[src/rtl/core/sab_pkg.sv]
// Shared types and constants for the suffix automaton builder.
// No dependencies; every other file but sab_ram imports this package.
package sab_pkg;

    localparam int MAX_TEXT   = 1024;
    localparam int NUM_STATES = 2 * MAX_TEXT;
    localparam int ALPHA      = 26;
    localparam int SYM_W      = 5;
    localparam int ST_W       = $clog2(NUM_STATES);
    localparam int CNT_W      = ST_W + 1;
    localparam int TXT_W      = $clog2(MAX_TEXT) + 1;
    localparam int ROW_W      = ALPHA * ST_W;

    typedef logic [ALPHA-1:0][ST_W-1:0] t_row;

    typedef struct packed {
        logic [SYM_W-1:0] symbol;
        logic             restart;
    } t_in;

    typedef struct packed {
        logic [ST_W-1:0]  new_state;
        logic [ST_W-1:0]  link_state;
        logic             cloned;
        logic [CNT_W-1:0] states_used;
        logic             overflow;
    } t_out;

    // Controller to datapath: command strobes decoded from the controller state
    typedef struct packed {
        logic load;
        logic clr;
        logic chk;
        logic newst;
        logic wchk;
        logic qread;
        logic qchk;
        logic rchk;
        logic setq;
        logic fin;
        logic out;
        logic rd_last;
    } t_cmd;

    // Datapath to controller
    typedef struct packed {
        logic reject;
        logic has_tr;
        logic p_root;
        logic len_match;
        logic redir;
        logic out_free;
    } t_sts;

endpackage

[src/rtl/core/sab_ctrl.sv]
// Sequencing state machine for the suffix automaton builder.
// Depends on sab_pkg for the command and status structs.
module sab_ctrl (
    input  logic          i_clk,
    input  logic          i_rst_n,
    input  logic          i_valid,
    output logic          o_ready,
    input  logic          i_restart,
    input  sab_pkg::t_sts i_sts,
    output sab_pkg::t_cmd o_cmd
);
    import sab_pkg::*;

    typedef enum logic [14:0] {
        S_RST   = 15'b000000000000001,
        S_IDLE  = 15'b000000000000010,
        S_CLR   = 15'b000000000000100,
        S_CHK   = 15'b000000000001000,
        S_NEW   = 15'b000000000010000,
        S_WREAD = 15'b000000000100000,
        S_WCHK  = 15'b000000001000000,
        S_QREAD = 15'b000000010000000,
        S_QCHK  = 15'b000000100000000,
        S_RREAD = 15'b000001000000000,
        S_RCHK  = 15'b000010000000000,
        S_SETQ  = 15'b000100000000000,
        S_FIN   = 15'b001000000000000,
        S_OUT   = 15'b010000000000000,
        S_SPARE = 15'b100000000000000
    } t_state;

    t_state r_state, n_state;

    // Advance state
    always_ff @(posedge i_clk) begin
        if (!i_rst_n) begin
            r_state <= S_RST;
        end else begin
            r_state <= n_state;
        end
    end

    // Next state
    always_comb begin
        n_state = r_state;
        case (r_state)
            S_RST:   n_state = S_IDLE;
            S_IDLE:  if (i_valid) n_state = i_restart ? S_CLR : S_CHK;
            S_CLR:   n_state = S_CHK;
            S_CHK:   n_state = i_sts.reject ? S_OUT : S_NEW;
            S_NEW:   n_state = S_WREAD;
            S_WREAD: n_state = S_WCHK;
            S_WCHK: begin
                if (i_sts.has_tr)      n_state = S_QREAD;
                else if (i_sts.p_root) n_state = S_FIN;
                else                   n_state = S_WREAD;
            end
            S_QREAD: n_state = S_QCHK;
            S_QCHK:  n_state = i_sts.len_match ? S_FIN : S_RREAD;
            S_RREAD: n_state = S_RCHK;
            S_RCHK: begin
                if (!i_sts.redir || i_sts.p_root) n_state = S_SETQ;
                else                              n_state = S_RREAD;
            end
            S_SETQ:  n_state = S_FIN;
            S_FIN:   n_state = S_OUT;
            S_OUT:   if (i_sts.out_free) n_state = S_IDLE;
            default: n_state = S_RST;
        endcase
    end

    assign o_ready = (r_state == S_IDLE);

    // Drive commands
    always_comb begin
        o_cmd         = '0;
        o_cmd.load    = (r_state == S_IDLE) && i_valid;
        o_cmd.clr     = (r_state == S_RST) || (r_state == S_CLR);
        o_cmd.chk     = (r_state == S_CHK);
        o_cmd.rd_last = (r_state == S_CHK);
        o_cmd.newst   = (r_state == S_NEW);
        o_cmd.wchk    = (r_state == S_WCHK);
        o_cmd.qread   = (r_state == S_QREAD);
        o_cmd.qchk    = (r_state == S_QCHK);
        o_cmd.rchk    = (r_state == S_RCHK);
        o_cmd.setq    = (r_state == S_SETQ);
        o_cmd.fin     = (r_state == S_FIN);
        o_cmd.out     = (r_state == S_OUT);
    end
endmodule

[config.mk]
export PLATFORM = sky130hd
export DESIGN_NAME = sab_ctrl
export DESIGN_NICKNAME = d
export VERILOG_FILES = /design/src/rtl/core/sab_pkg.sv /design/src/rtl/core/sab_ctrl.sv
export SDC_FILE = /design/constraint.sdc
export NUM_CORES = 1
export LEC_CHECK = 0
export BUFFER_PORTS_ARGS = -buffer_cell sky130_fd_sc_hd__buf_4
export CORE_UTILIZATION = 52
export DETAILED_ROUTE_END_ITERATION = 10
export GPL_TIMING_DRIVEN = 0
export PLACE_DENSITY = 0.79
export SLEW_MARGIN = 5
export SYNTH_ARGS = -nofsm -noshare
export SYNTH_HDL_FRONTEND = slang
export SYNTH_SLANG_ARGS = --single-unit
[constraint.sdc]
create_clock -name i_clk -period 2.4 [get_ports i_clk]
set_input_delay 0.48 -clock i_clk [delete_from_list [all_inputs] [get_ports i_clk]]
set_output_delay 0.48 -clock i_clk [all_outputs]
set_load 0.05 [all_outputs]
# After elaboration in Yosys (flattened, before gate mapping)
# Index checks and enable logic that the tools add are counted.
word_totals:
  register_bits: 15
  latch_bits: 0
  mem_bits_rw: 0
  mem_bits_ro: 0
  in_bits: 10
  output_inout_bits: 13
  elab_cells: 31
  n_memories: 0
classes:
  add_sub_neg: 0
  n_mul: 0
  n_div: 0
  order_cmp: 0
  n_eq_ne: 16
  shifts: 0
  muxes: 9
  bitwise: 0
  n_reduce_logical: 5
ops:
  columns: ["cell", "count"]
  rows:
  - ["$pmux 15 s14", 1]
  - ["$mux 13", 3]
  - ["$mux 15", 2]
  - ["$eq 15x1->1 const B", 1]
  - ["$eq 15x10->1 const B", 1]
  - ["$eq 15x11->1 const B", 1]
  - ["$eq 15x12->1 const B", 1]
  - ["$eq 15x13->1 const B", 1]
  - ["$eq 15x14->1 const B", 1]
  - ["$eq 15x2->1 const B", 1]
  - ["$eq 15x3->1 const B", 1]
  - ["$eq 15x4->1 const B", 1]
  - ["$eq 15x5->1 const B", 1]
  - ["$eq 15x6->1 const B", 1]
  - ["$eq 15x7->1 const B", 1]
  - ["$eq 15x8->1 const B", 1]
  - ["$eq 15x9->1 const B", 1]
  - ["$mux 14", 1]
  - ["$mux 12", 1]
  - ["$mux 4", 1]
  - ["$ne 2x2->1 const B", 2]
  - ["$logic_or 1x1->1", 2]
  - ["$reduce_and 2->1", 1]
  - ["$logic_and 1x1->1", 1]
  - ["$logic_not 1->1", 1]

# Logic depth before layout (Yosys ltp)
depth:
  ltp_word: 4
  mapped_depth: 6
  depth_no_buf: 5

# Least setup slack after synthesis
# Ideal clock, no wire load.
synth_timing:
  path_type: "flip-flop to output port"
  startpoint: "register r_state[4]"
  endpoint: "output port o_cmd[11] (netlist name)"
  arrival_ps: 2687
  t_required_ps: 1920
  path_slack_ps: -767
  path_stages_with_launch: 5
  n_path_buf: 0
  cell_sequence: "dfxtp_1 nor4_4 nand3_1 nor3_1 and2_1"
synth_lines:
  columns: ["element", "line", "source"]
  rows:
  - ["start: declaration", "sab_ctrl.sv:32", "t_state r_state, n_state;"]
  - ["start signal: assignment", "sab_ctrl.sv:39", "r_state <= n_state;"]
  - ["end: declaration", "sab_ctrl.sv:10", "output sab_pkg::t_cmd o_cmd"]

==> qor.csv <==
stage,metric,value,unit
sta,Setup Skew,0.005885,ns
setup_path,CP max-delay cell,dfxtp_1,
cells_and_area,"commonest non-fill, non-tap cells in the layout","27 x buf_4, 14 x dfxtp_1, 11 x nor2_1, 6 x nand2_1, 5 x nor4_1",
cells_and_area,nets,149,
clock_tree,CTS Sinks,14,
power,clock share of power,25.2,%
route,vias,970,
route,vias per inst,5.988,
grt,first-pass GRT wire length,3650,µm
floorplan,Die Footprint,0.002016,mm²
floorplan,Rows,15,
route,post-route ant nets,0,
floorplan,IO Pins,23,
setup_path,reg2reg path depth,4,
yosys,fraction of registers with async set/reset,0,%
clock_tree,Num CTS Buffers,3,
sta,period utilisation layout,96.95,%
setup_path,Crit path top cell by count,nor3_4,
sta,Final Worst Setup Slack,0.07319,ns
setup_path,crit path cell chain,nor3_4 -> nand3_2 -> nor3_4 -> and2_1 -> buf_4,
setup_path,worst path arrival time,1.85,ns
power,internal power,0.0003667,W
power,sw frac,33.32,%
grt,initial antenna violation count,0,
floorplan,Starting Density,55.43,%
setup_path,CP max FO,8,
setup_path,critical path class,flip-flop to primary output,
cells_and_area,Largest register FFs,14,
cells_and_area,Finished Core Util,70.65,%
sta,Period minus WS final,2.327,ns
sta,RSZ-0062 raised after global routing,yes,
clock_tree,clk_lat worst skew,0.29,ns
power,VDD IR max,0.0002905,V
route,DRT iter0 DRCs,9,
setup_path,Crit path required time,1.92,ns
sta,Rel. slew slack,48.45,%
cells_and_area,biggest registers after layout,r_state: 14 flops,
sta,Peak Freq,429.8,MHz
power,NetSw,0.0001833,W
sta,Least-Margin Pin Slew,0.7669,ns
cells_and_area,layout cells sized above 1,32.85,%
yosys,Yosys cell types,44,
cells_and_area,Area growth syn-to-layout,27.45,%
place,area post-placement,0.001164,mm²
hold_path,min-delay worst type,input pin to flip-flop,
power,Pwr Total,0.0005500,W
power,P_leak,0.5065,nW
route,DR pass1 iterations,4,
place,port bufs,22,
yosys,syn_nets,119,
clock_tree,CTS max path bufs,2,
sta,Max Slew Vio Count,0,
setup_path,Startpoint Class,flip-flop,
yosys,Mean Syn Cell Area,8.781,µm²
grt,aggregate global routing overflow,0,
route,drt total wl,2322,µm
setup_path,max incr delay on CP,0.39,ns
yosys,"Seq/Total Area, Yosys",29.28,%
power,power per cell area,450.9,mW/mm²
sta,sum of negative setup slack,0,ns
floorplan,Die X,44.91,µm
yosys,dominant synthesized flop cell,dfxtp_1,
place,pre-CTS WS,0.1833,ns
clock_tree,clk root buf,clkbuf_4,
power,sequential power share,44.1,%
yosys,synthesis warning total,0,
clock_tree,clock-pin slew on the worst setup and hold paths,0.09,ns
cells_and_area,final instance area,0.001220,mm²
cells_and_area,n_diodes,0,
clock_tree,hold_buf cts,0,
route,routed wire length per instance,14.33,µm
sta,Final setup viols,0,
yosys,Yosys reg bits,14,
grt,largest net degree at the start of global routing,10,
job,Max Cap Viol,0,
power,combinational share of power,30.7,%
setup_path,Worst setup EP type,primary output,
run_status,status,"complete, no violations",
hold_path,hold depth,2,
yosys,mapped cell area,957.2,µm²
floorplan,core footprint,0.001727,mm²
route,DRC Markers,0,
yosys,Cells after Synth,109,
cells_and_area,most flop-heavy register,r_state,
floorplan,Die Height,44.91,µm
clock_tree,TritonCTS clock tree,yes,
grt,GRT Overall Usage,25.48,%
clock_tree,# H-tree levels,1,
yosys,Post-synth EDFFs,0,
grt,number of global-route vias before repair,835,
place,placer congestion estimate,0.8481,
sta,Fin. Hold Viols,0,
cells_and_area,Filler cells,160,
cells_and_area,"commonest non-fill, non-tap cell in the layout",buf_4,
place,hpwl dp,1677,µm
==> final cells by class <==
type / instances / area [µm²] / share of cell area (%)
timing repair buffer: 25 / 187.7 / 15.38
sequential: 14 / 280.3 / 22.97
inverter: 3 / 11.26 / 0.9231
multi-input combinational: 88 / 646.9 / 53.03
clock buffer: 3 / 22.52 / 1.846
buffer: 4 / 40.04 / 3.282
tap: 25 / 31.28 / 2.564
==> cell usage after synthesis (all sizes together), types with 2 or more instances <==
master  instances  area share, %
dfxtp          14             29
nor2           11            4.3
nor4            8            9.0
nand2           6            2.4
nand3           5            2.6
nor3            5            5.0
nor3b           5            3.9
o21ai           5            2.6
nand4           4            3.3
a211oi          3            2.9
a21oi           3            1.6
and4            3            2.9
buf             3            2.7
inv             3            1.2
nand3b          3            2.4
or4             3            2.4
xor2            3            2.7
and3            2            1.3
nor2b           2            1.3
o41ai           2            1.8
==> stage by stage <==
stage               hold WS (ns)  cells
global route              0.4209    162
floorplan                 0.5182    109
CTS                       0.4165    161
detailed placement        0.5479    156
finish                    0.4279    162
global placement          0.5480    156
==> power by group through the flow <==
stage	combinational [W]	sequential (W)	clock [W]
after global placement	0.000159	0.000248	0
after detailed placement	0.000163	0.000248	0
after floorplan	0.000119	0.000247	0
after CTS	0.000163	0.000243	0.000145
final	0.000169	0.000242	0.000139
after global routing	0.000184	0.000243	0.000152
==> path summary, 6_finish.rpt <==
path | endpoint | slack [ns] | from
worst min register to register | r_state[6] | 0.56 | r_state[5]
worst max register to register | r_state[8] | 0.46 | r_state[13]
worst max-delay path | o_cmd[11] | 0.07 | r_state[13]
worst min-delay path | r_state[0] | 0.43 | i_rst_n
==> logic make-up (layout without fill, tap and decap cells) <==
logic type             Yosys count  after routing  share of synthesized area [%]
AO/OA/AOI/OAI                   19             19                          13.86
XOR/XNOR                         4              4                          3.661
buffers and inverters            7             35                          5.359
flip-flops                      14             14                          29.28
AND/OR/NAND/NOR                 65             65                          47.84
==> routing by layer <==
| layer | wire length, µm | GRT usage (%) |
|---|---|---|
| met5 | 0 | 0 |
| met4 | 36 | 12.73 |
| met3 | 109 | 4.800 |
| met2 | 1139 | 43.24 |
| met1 | 1038 | 30.71 |
==> worst max-delay path: cells and delay by family, from the launching register on <==
family	cells	cell delay, ns
AND/OR/NAND/NOR	4	0.98
buffers and inverters	1	0.19
flip-flops	1	0.39
==> repair_timing <==
action                                  in CTS  in global routing
gates cloned                                 0                  0
endpoints found under the setup margin       2                  7
buffers inserted                             2                  1
resized for setup                            0                  2
pin swaps                                    3                  1
Note: power is estimated with default switching activity, not from simulation.
